**config.mk**
```make
export PLATFORM = sky130hd
export DESIGN_NAME = delimited_packet_deframer
export DESIGN_NICKNAME = d
export VERILOG_FILES = /design/src/sv/dpd_pkg.sv /design/src/sv/dpd_ram.sv /design/src/sv/dpd_ctrl.sv /design/src/sv/dpd_dp.sv /design/src/sv/delimited_packet_deframer.sv
export SDC_FILE = /design/constraint.sdc
export NUM_CORES = 1
export LEC_CHECK = 0
export BUFFER_PORTS_ARGS = -buffer_cell sky130_fd_sc_hd__buf_2
export CAP_MARGIN = 30
export CORE_MARGIN = 10
export CORE_UTILIZATION = 60
export CTS_CLUSTER_DIAMETER = 150
export CTS_CLUSTER_SIZE = 40
export DETAILED_ROUTE_END_ITERATION = 8
export PLACE_DENSITY = 0.79
export SLEW_MARGIN = 0
export SYNTH_ARGS = -nofsm -noshare
export SYNTH_HDL_FRONTEND = slang
export SYNTH_SLANG_ARGS = --single-unit
```
**constraint.sdc**
```tcl
create_clock -name clk_i -period 3 [get_ports clk_i]
set_clock_uncertainty 0.15 [all_clocks]
set_input_delay 0.15 -clock clk_i [delete_from_list [all_inputs] [get_ports clk_i]]
set_output_delay 0.15 -clock clk_i [all_outputs]
set_load 0.01 [all_outputs]
```
**src/sv/dpd_pkg.sv**
```systemverilog
// ----------------------------------------------------------------------------
// Delimited packet deframer package
// Shared state, command and status types and register constants.
// ----------------------------------------------------------------------------
package dpd_pkg;

  localparam logic [7:0] HeaderReset = 8'd36;
  localparam logic [7:0] EndReset    = 8'd35;

  typedef enum logic {
    REG_HEADER = 1'b0,
    REG_END    = 1'b1
  } reg_idx_e;

  typedef enum logic [1:0] {
    ST_HUNT,
    ST_COLLECT,
    ST_FETCH,
    ST_SEND
  } state_e;

  typedef struct packed {
    logic clear_body;
    logic store_byte;
    logic set_ovf;
    logic rd_first;
    logic rd_next;
    logic load_out;
    logic load_empty;
  } dp_cmd_t;

  typedef struct packed {
    logic is_header;
    logic is_end;
    logic count_zero;
    logic count_full;
    logic out_last;
  } dp_status_t;

endpackage

```
**src/sv/dpd_ram.sv**
```systemverilog
// ----------------------------------------------------------------------------
// Generic RAM
// One write port and one read port with registered read data.
// ----------------------------------------------------------------------------
module dpd_ram #(
  parameter int WIDTH = 8,
  parameter int DEPTH = 12
) (
  input  logic                                   clk_i,
  input  logic                                   we_i,
  input  logic [(DEPTH > 1 ? $clog2(DEPTH) : 1)-1:0] waddr_i,
  input  logic [WIDTH-1:0]                       wdata_i,
  input  logic                                   re_i,
  input  logic [(DEPTH > 1 ? $clog2(DEPTH) : 1)-1:0] raddr_i,
  output logic [WIDTH-1:0]                       rdata_o
);

  logic [WIDTH-1:0] mem_q [DEPTH];
  logic [WIDTH-1:0] rdata_q;

  always_ff @(posedge clk_i) begin
    if (we_i) begin
      mem_q[waddr_i] <= wdata_i;
    end
    if (re_i) begin
      rdata_q <= mem_q[raddr_i];
    end
  end

  assign rdata_o = rdata_q;

endmodule

```
**src/sv/dpd_ctrl.sv**
```systemverilog
// ----------------------------------------------------------------------------
// Deframer controller
// Hunts for a header, collects the body and sequences the frame readout.
// ----------------------------------------------------------------------------
module dpd_ctrl
  import dpd_pkg::*;
(
  input  logic       clk_i,
  input  logic       rst_ni,
  input  logic       in_valid_i,
  output logic       in_ready_o,
  output logic       out_valid_o,
  input  logic       out_ready_i,
  input  dp_status_t status_i,
  output dp_cmd_t    cmd_o
);

  state_e state_q, state_d;

  always_ff @(posedge clk_i or negedge rst_ni) begin
    if (!rst_ni) begin
      state_q <= ST_HUNT;
    end else begin
      state_q <= state_d;
    end
  end

  always_comb begin
    state_d     = state_q;
    cmd_o       = '0;
    in_ready_o  = 1'b0;
    out_valid_o = 1'b0;
    case (state_q)
      ST_HUNT: begin
        in_ready_o = 1'b1;
        if (in_valid_i && status_i.is_header) begin
          cmd_o.clear_body = 1'b1;
          state_d          = ST_COLLECT;
        end
      end
      ST_COLLECT: begin
        in_ready_o = 1'b1;
        if (in_valid_i) begin
          if (status_i.is_end) begin
            if (status_i.count_zero) begin
              cmd_o.load_empty = 1'b1;
              state_d          = ST_SEND;
            end else begin
              cmd_o.rd_first = 1'b1;
              state_d        = ST_FETCH;
            end
          end else if (status_i.is_header) begin
            cmd_o.clear_body = 1'b1;
          end else if (!status_i.count_full) begin
            cmd_o.store_byte = 1'b1;
          end else begin
            cmd_o.set_ovf = 1'b1;
          end
        end
      end
      ST_FETCH: begin
        cmd_o.load_out = 1'b1;
        state_d        = ST_SEND;
      end
      ST_SEND: begin
        out_valid_o = 1'b1;
        if (out_ready_i) begin
          if (status_i.out_last) begin
            state_d = ST_HUNT;
          end else begin
            cmd_o.rd_next = 1'b1;
            state_d       = ST_FETCH;
          end
        end
      end
      default: begin
        state_d = ST_HUNT;
      end
    endcase
  end

endmodule

```
**src/sv/dpd_dp.sv**
```systemverilog
// ----------------------------------------------------------------------------
// Deframer datapath
// Delimiter registers, body store, counters and the result register.
// ----------------------------------------------------------------------------
module dpd_dp
  import dpd_pkg::*;
#(
  parameter int MAX_BODY = 12
) (
  input  logic       clk_i,
  input  logic       rst_ni,
  input  logic       cfg_we_i,
  input  logic       cfg_idx_i,
  input  logic [7:0] cfg_data_i,
  input  logic [7:0] rx_byte_i,
  input  dp_cmd_t    cmd_i,
  output dp_status_t status_o,
  output logic [7:0] body_byte_o,
  output logic       last_byte_o,
  output logic       empty_frame_o,
  output logic [3:0] frame_length_o,
  output logic       truncated_o
);

  localparam int CntW  = $clog2(MAX_BODY + 1);
  localparam int AddrW = MAX_BODY > 1 ? $clog2(MAX_BODY) : 1;

  logic [7:0]      header_q, end_q;
  logic [CntW-1:0] count_q, count_d;
  logic            ovf_q, ovf_d;
  logic [CntW-1:0] idx_q, idx_d;
  logic [7:0]      byte_q;
  logic            last_q, empty_q, trunc_q;
  logic [3:0]      len_q;
  logic            rd_en;
  logic [AddrW-1:0] rd_addr;
  logic [7:0]      rd_data;
  logic [CntW+3:0] count_ext;

  always_ff @(posedge clk_i or negedge rst_ni) begin
    if (!rst_ni) begin
      header_q <= HeaderReset;
      end_q    <= EndReset;
    end else if (cfg_we_i) begin
      case (reg_idx_e'(cfg_idx_i))
        REG_HEADER: header_q <= cfg_data_i;
        REG_END:    end_q    <= cfg_data_i;
        default:    header_q <= header_q;
      endcase
    end
  end

  always_comb begin
    count_d = count_q;
    ovf_d   = ovf_q;
    idx_d   = idx_q;
    if (cmd_i.clear_body) begin
      count_d = '0;
      ovf_d   = 1'b0;
    end else if (cmd_i.store_byte) begin
      count_d = count_q + CntW'(1);
    end else if (cmd_i.set_ovf) begin
      ovf_d = 1'b1;
    end
    if (cmd_i.rd_first) begin
      idx_d = CntW'(1);
    end else if (cmd_i.rd_next) begin
      idx_d = idx_q + CntW'(1);
    end
  end

  always_ff @(posedge clk_i or negedge rst_ni) begin
    if (!rst_ni) begin
      count_q <= '0;
      ovf_q   <= 1'b0;
      idx_q   <= '0;
    end else begin
      count_q <= count_d;
      ovf_q   <= ovf_d;
      idx_q   <= idx_d;
    end
  end

  assign rd_en     = cmd_i.rd_first | cmd_i.rd_next;
  assign rd_addr   = cmd_i.rd_first ? '0 : idx_q[AddrW-1:0];
  assign count_ext = {4'b0000, count_q};

  dpd_ram #(
    .WIDTH(8),
    .DEPTH(MAX_BODY)
  ) u_store (
    .clk_i  (clk_i),
    .we_i   (cmd_i.store_byte),
    .waddr_i(count_q[AddrW-1:0]),
    .wdata_i(rx_byte_i),
    .re_i   (rd_en),
    .raddr_i(rd_addr),
    .rdata_o(rd_data)
  );

  always_ff @(posedge clk_i) begin
    if (cmd_i.load_empty) begin
      byte_q  <= 8'd0;
      last_q  <= 1'b1;
      empty_q <= 1'b1;
      len_q   <= 4'd0;
      trunc_q <= 1'b0;
    end else if (cmd_i.load_out) begin
      byte_q  <= rd_data;
      last_q  <= (idx_q == count_q);
      empty_q <= 1'b0;
      len_q   <= count_ext[3:0];
      trunc_q <= ovf_q;
    end
  end

  assign status_o.is_header  = (rx_byte_i == header_q);
  assign status_o.is_end     = (rx_byte_i == end_q);
  assign status_o.count_zero = (count_q == '0);
  assign status_o.count_full = (count_q >= CntW'(MAX_BODY));
  assign status_o.out_last   = last_q;

  assign body_byte_o    = byte_q;
  assign last_byte_o    = last_q;
  assign empty_frame_o  = empty_q;
  assign frame_length_o = len_q;
  assign truncated_o    = trunc_q;

endmodule

```
**src/sv/delimited_packet_deframer.sv**
```systemverilog
// ----------------------------------------------------------------------------
// Delimited packet deframer
// Collects the body between a header byte and an end byte and emits it.
// ----------------------------------------------------------------------------
// Each received byte is taken as soon as it is offered while hunting or
// collecting; bytes are refused during readout. After the end byte, each
// result takes a body store read, then a load of the result register.
// An empty frame gives its single result in the cycle after the end byte.
// Reset selects '$' as header and '#' as end and starts hunting; the body
// store is not cleared.
module delimited_packet_deframer
  import dpd_pkg::*;
#(
  parameter int MAX_BODY = 12
) (
  input  logic       clk_i,
  input  logic       rst_ni,
  input  logic       cfg_we_i,
  input  logic       cfg_idx_i,
  input  logic [7:0] cfg_data_i,
  input  logic       in_valid_i,
  output logic       in_ready_o,
  input  logic [7:0] rx_byte_i,
  output logic       out_valid_o,
  input  logic       out_ready_i,
  output logic [7:0] body_byte_o,
  output logic       last_byte_o,
  output logic       empty_frame_o,
  output logic [3:0] frame_length_o,
  output logic       truncated_o
);

  dp_cmd_t    cmd;
  dp_status_t status;

  dpd_ctrl u_ctrl (
    .clk_i      (clk_i),
    .rst_ni     (rst_ni),
    .in_valid_i (in_valid_i),
    .in_ready_o (in_ready_o),
    .out_valid_o(out_valid_o),
    .out_ready_i(out_ready_i),
    .status_i   (status),
    .cmd_o      (cmd)
  );

  dpd_dp #(
    .MAX_BODY(MAX_BODY)
  ) u_dp (
    .clk_i         (clk_i),
    .rst_ni        (rst_ni),
    .cfg_we_i      (cfg_we_i),
    .cfg_idx_i     (cfg_idx_i),
    .cfg_data_i    (cfg_data_i),
    .rx_byte_i     (rx_byte_i),
    .cmd_i         (cmd),
    .status_o      (status),
    .body_byte_o   (body_byte_o),
    .last_byte_o   (last_byte_o),
    .empty_frame_o (empty_frame_o),
    .frame_length_o(frame_length_o),
    .truncated_o   (truncated_o)
  );

endmodule

```
* After elaboration in Yosys (flattened, before gate mapping)
Memories as Yosys holds them, arrays and structs flattened. A register that Yosys moved wholly into a read port is not among the register bits. Cells that the tools add are included.
Storage, ports and cells: memories kept 1, input port bits 22, memory bits (writable) 96, logic and storage cells 77, flip-flop bits (word level) 42, output and inout bits 17
Memory list:
- u_dp.u_store.mem_q | words 12, width 8, rd ports 1, clocked after memory_dff 1, write ports 1, line dpd_ram.sv:18 | logic [WIDTH-1:0] mem_q [DEPTH];
Cells by class: mux-type cells 38, $add $sub $neg 2, equality and inequality tests 11, reduce and logical (&&, ||, !) cells 11, magnitude comparators 1, bitwise gates (word level) 2
Operators with widths (count):
- $mux W4 | 6
- $mux W1 | 22
- $eq A8 B8 Y1 | 2
- $mux W2 | 6
- $add A4 B1 Y4 const B | 2
- $pmux W2 S4 | 1
- $mux W3 | 2
- $ne A2 B2 Y1 const B | 3
- $reduce_and A2 Y1 | 3
- $reduce_bool A2 Y1 | 3
- $eq A2 B2 Y1 const B | 2
- $eq A4 B4 Y1 | 1
- $ge A4 B4 Y1 const B | 1
- $logic_not A4 Y1 | 1
- $ne A2 B1 Y1 const B | 2
- $reduce_and A4 Y1 | 1
- $eq A2 B1 Y1 const B | 1
- $logic_not A2 Y1 | 1
- $pmux W1 S2 | 1
- $reduce_or A2 Y1 | 1
- $logic_and A1 B1 Y1 | 1
- $not A1 Y1 | 1
- $or A1 B1 Y1 | 1

* Depth between registers and ports, before layout
depth in word-level cells 9, depth in mapped cells 8

* Modules after synthesis
A second synthesis with hierarchy kept.
Second synthesis, totals: cell total of the unflattened synthesis 357, area, all modules 5975.7 um^2
Modules (own cells, without submodules):
- dpd_ram | cells an instance 182, times used 1, seq. area each 3123.0 um^2, area an instance 3953.8 um^2
- dpd_dp | cells an instance 155, times used 1, seq. area each 932.1 um^2, area an instance 1845.5 um^2
- dpd_ctrl | cells an instance 20, times used 1, seq. area each 50.0 um^2, area an instance 176.4 um^2

* Worst setup path after synthesis
OpenSTA, ideal clock, no wires.
path kind flip-flop to flip-flop, start point reg u_dp.end_q[0], end point mem u_dp.u_store.mem_q[0][0] (enable), clock period less this slack 2.369 ns, arrival 1.845 ns, setup time 0.373 ns, setup slack 0.631 ns, stages on the path, launching flop included 7, required time 2.477 ns, buffers on the path 1, cells stage by stage dfstp_2 xor2_1 nor4_4 nand2_1 and2_1 clkbuf_1 nor2b_1
On the way: word-level cells in the longest chain between the ends 6
RTL lines:
- from (decl) | line dpd_dp.sv:28 | logic [7:0] header_q, end_q;
- from (signal assigned) | line dpd_dp.sv:43 | end_q <= EndReset;
- from (signal assigned) | line dpd_dp.sv:47 | REG_END: end_q <= cfg_data_i;
- $eq A8 B8 Y1 | line dpd_dp.sv:118 | assign status_o.is_end = (rx_byte_i == end_q);
- $mux W3 | line dpd_ctrl.sv:44 | if (status_i.is_end) begin
- $mux W4 | line dpd_ctrl.sv:43 | if (in_valid_i) begin
- $mux W3 | line dpd_ctrl.sv:33 | case (state_q)
- $mux W1 | line dpd_ram.sv:22 | if (we_i) begin
- $mux W1 (not written as such) | line dpd_ram.sv:23 | mem_q[waddr_i] <= wdata_i;
- to (decl) | line dpd_ram.sv:18
Every way passes these cells.

* Worst setup path in the final report
start point reg u_dp.end_q[0], end point mem u_dp.u_store.mem_q[0][7] (enable)
Same word-level chain as after synthesis.

==> flow_metrics.env <==
export IMPL_status="finished with violations"
export IMPL_failed_checks="negative hold slack"
export IMPL_timing_rr_start="u_dp.end_q[0]"
export IMPL_period_share=0.877
export IMPL_routed_wl_um=14000
export IMPL_cts_tree="yes"
export IMPL_rsz0062_at_grt="false"
export IMPL_place_congestion=0.886
export IMPL_htree_num_levels=4
export IMPL_clkPwrFrac=0.289
export IMPL_drtIter0Drc=244
export IMPL_critPathLaunchType="flip-flop"
export IMPL_tightest_slew_ns=0.781
export IMPL_initial_core_util=0.623
export IMPL_powerDensity_nw_per_um2=917
export IMPL_place_area_um2=6530
export IMPL_yosys_warnings=0
export IMPL_cts_made_buffers=17
export IMPL_p_switching_mw=2.18
export IMPL_cts_resized=0
export IMPL_synthDistinctLibCells=41
export IMPL_grt_pass1_wl_um=22000
export IMPL_synth_fp_nets=430
export IMPL_rows=36
export IMPL_fp_dieW_um=121
export IMPL_synth_cell_area_um2=6180
export IMPL_ir_worst_vdd_v=0.000512
export IMPL_finalSetupTns_ns=0
export IMPL_hp_class="primary input to asynchronous set/reset pin"
export IMPL_worstSetupPathType="flip-flop to flip-flop"
export IMPL_timing_rr_end="u_dp.u_store.mem_q[0][7]"
export IMPL_track_usage=0.199
export IMPL_clk_latency_ns=0.54
export IMPL_area_delta_synth_final_pct=18.4
export IMPL_dpl_hpwl_um=8650
export IMPL_seqPwrFrac=0.413
export IMPL_synthCells=403
export IMPL_grt_start_max_net_pins=29
export IMPL_antenna_found_initial=0
export IMPL_drv_slew=0
export IMPL_hold_viol=7
export IMPL_grt_pass1_vias=3837
export IMPL_cts_root_buf="clkbuf_8"
export IMPL_cts_sinks=146
export IMPL_ys_ff_latch=146
export IMPL_dieArea_um2=14800
export IMPL_coreArea_um2=9910
export IMPL_avgSynthCellArea_um2=15.3
export IMPL_clk_pin_slew_ns=0.07
export IMPL_finalInstanceArea_um2=7310
export IMPL_min_period_ns=2.63
export IMPL_slew_headroom=0.480
export IMPL_rr_worst_depth=5
export IMPL_overflow=0
export IMPL_yosysSeqAreaShare=0.665
export IMPL_power_mw=6.71
export IMPL_worst_setup_path_end_kind="flip-flop"
export IMPL_max_cap_violations=0
export IMPL_final_cell_mix="edfxtp_1, buf_2, nor2_1, dlygate4sd3_1, mux2_2"
export IMPL_antenna_left=0
export IMPL_drc=0
export IMPL_vias=3771
export IMPL_wl_per_cell_um=22.7
export IMPL_combinationalPowerShare=0.298
export IMPL_port_buffers=38
export IMPL_async_flop_share=0.185
export IMPL_ios=39
export IMPL_power_leakage_nw=2.77
export IMPL_cp_data_required_time_ns=3.02
export IMPL_clockBufferDepth=2
export IMPL_layout_nets=500
export IMPL_setup_viol=0
export IMPL_ys_flop_type="edfxtp_1"
export IMPL_antenna_cells=0
export IMPL_synth_edf_count=104
export IMPL_firstDrtPassIters=4
export IMPL_p_sw_frac=0.325
export IMPL_final_common_cell="edfxtp_1"
export IMPL_drive_gt1_frac=0.259
export IMPL_critPathArrivalTime_ns=2.65
export IMPL_fmax_mhz=380
export IMPL_ff2ff_setup_slack_ns=0.37
export IMPL_path_max_fanout=13
export IMPL_whs_ns=-0.00984
export IMPL_die_h_um=121
export IMPL_intPower_mw=4.53
export IMPL_viasPerCell=6.09
==> synth_stat cells (all sizes together), types with 6 or more instances <==
cell type | count | area, um2
dfrtp | 22 | 551
buf | 11 | 63.8
mux2 | 25 | 289
a21oi | 7 | 35.0
o21ai | 16 | 80.1
nor2 | 29 | 109
clkbuf | 8 | 30.0
nor2b | 6 | 37.5
nand3 | 12 | 72.6
inv | 7 | 26.3
mux4 | 16 | 360
mux2i | 21 | 210
dfxtp | 15 | 300
edfxtp | 104 | 3120
o31a | 7 | 61.3
nand2 | 17 | 63.8
a32o | 7 | 70.1
xor2 | 16 | 140
xnor2 | 7 | 61.3
and3 | 15 | 93.8
==> power groups by stage <==
stage	Combinational [mW]	Clock [mW]	Sequential (mW)
after floorplan	1.40	0	2.70
after global placement	1.85	0	2.79
after detailed placement	1.89	0	2.81
after CTS	1.99	1.95	2.77
after global routing	2.16	2.03	2.81
final	2.00	1.94	2.77
==> worst max path at each step <==
stage / from / to / slack [ns] / cells after the start
6_report: u_dp.end_q[0] / u_dp.u_store.mem_q[0][7] / 0.37 / 5
5_1_grt: u_dp.end_q[1] / u_dp.u_store.mem_q[0][6] / 0.19 / 5
4_1_cts: u_dp.end_q[1] / u_dp.u_store.mem_q[0][7] / 0.37 / 5
3_5_place_dp: u_dp.end_q[1] / u_dp.u_store.mem_q[0][0] / 0.44 / 5
3_3_place_gp: u_dp.idx_q[1] / u_dp.u_store.rdata_o[7] / 0.47 / 5
2_1_floorplan: u_dp.end_q[0] / u_dp.u_store.mem_q[0][0] / 0.63 / 6
==> worst max-delay path, stage by stage, from the launching register on <==
cell and delay, ns:
dfstp_2 0.54, xor2_1 0.31, nor4_4 0.12, nand2_1 0.21, and2_1 0.34, nor2b_1 0.59
==> state kept, by name (all words and copies together), names as in the netlist, 2 cells and up <==
| register | cells |
|---|---|
| u_dp.end_q | 8 |
| u_dp.frame_length_o | 4 |
| u_ctrl.state_q | 2 |
| u_dp.body_byte_o | 8 |
| u_dp.u_store.rdata_o | 8 |
| u_dp.header_q | 8 |
| u_dp.idx_q | 4 |
| u_dp.u_store.mem_q | 96 |
| u_dp.count_q | 4 |
==> metrics by stage <==
step | cells | setup slack [ns] | hold slack, ns | util
2_1_floorplan | 403 | 0.631 | -0.296 | -
3_3_place_gp | 563 | 0.472 | 0.0339 | 0.658
3_5_place_dp | 563 | 0.436 | 0.0408 | 0.658
4_1_cts | 619 | 0.367 | 0.0198 | 0.738
5_1_grt | 619 | 0.194 | 0.0551 | 0.738
6_report | 619 | 0.369 | -0.00984 | 0.738
==> routing by layer <==
layer | vias up | global-route usage | routed length [um]
li1 | 1673 | - | -
met1 | 1882 | 0.245 | 5460
met2 | 186 | 0.326 | 7220
met3 | 30 | 0.0582 | 1080
met4 | 0 | 0.0753 | 282
met5 | - | 0 | 0
==> area by class of cell <==
class,instances,area (um2)
Sequential cell,146,4110
Clock inverter,15,133
Tap cell,133,166
Timing Repair Buffer,70,515
Multi-Input combinational cell,231,1950
Clock buffer,17,414
Fill cell,602,2600
Inverter,7,26.3
==> logic make-up (layout without fill, tap and decap cells) <==
kind of cell,count (synthesis),count (layout),synth area share
xor gates and xnor gates,23,23,0.0326
AOI/OAI and AO/OA,49,49,0.0543
buffers and inverters,26,109,0.0194
DFF,146,146,0.665
adders and majority gates,5,5,0.0101
muxes,62,62,0.139
and+or+nand+nor,92,92,0.0798
==> timing repair <==
action                    4_1_cts  5_1_grt
hold endpoints to repair      135        0
setup buffers                   0        0
hold buffers                   24        0
(Power assumes the default switching activity.)
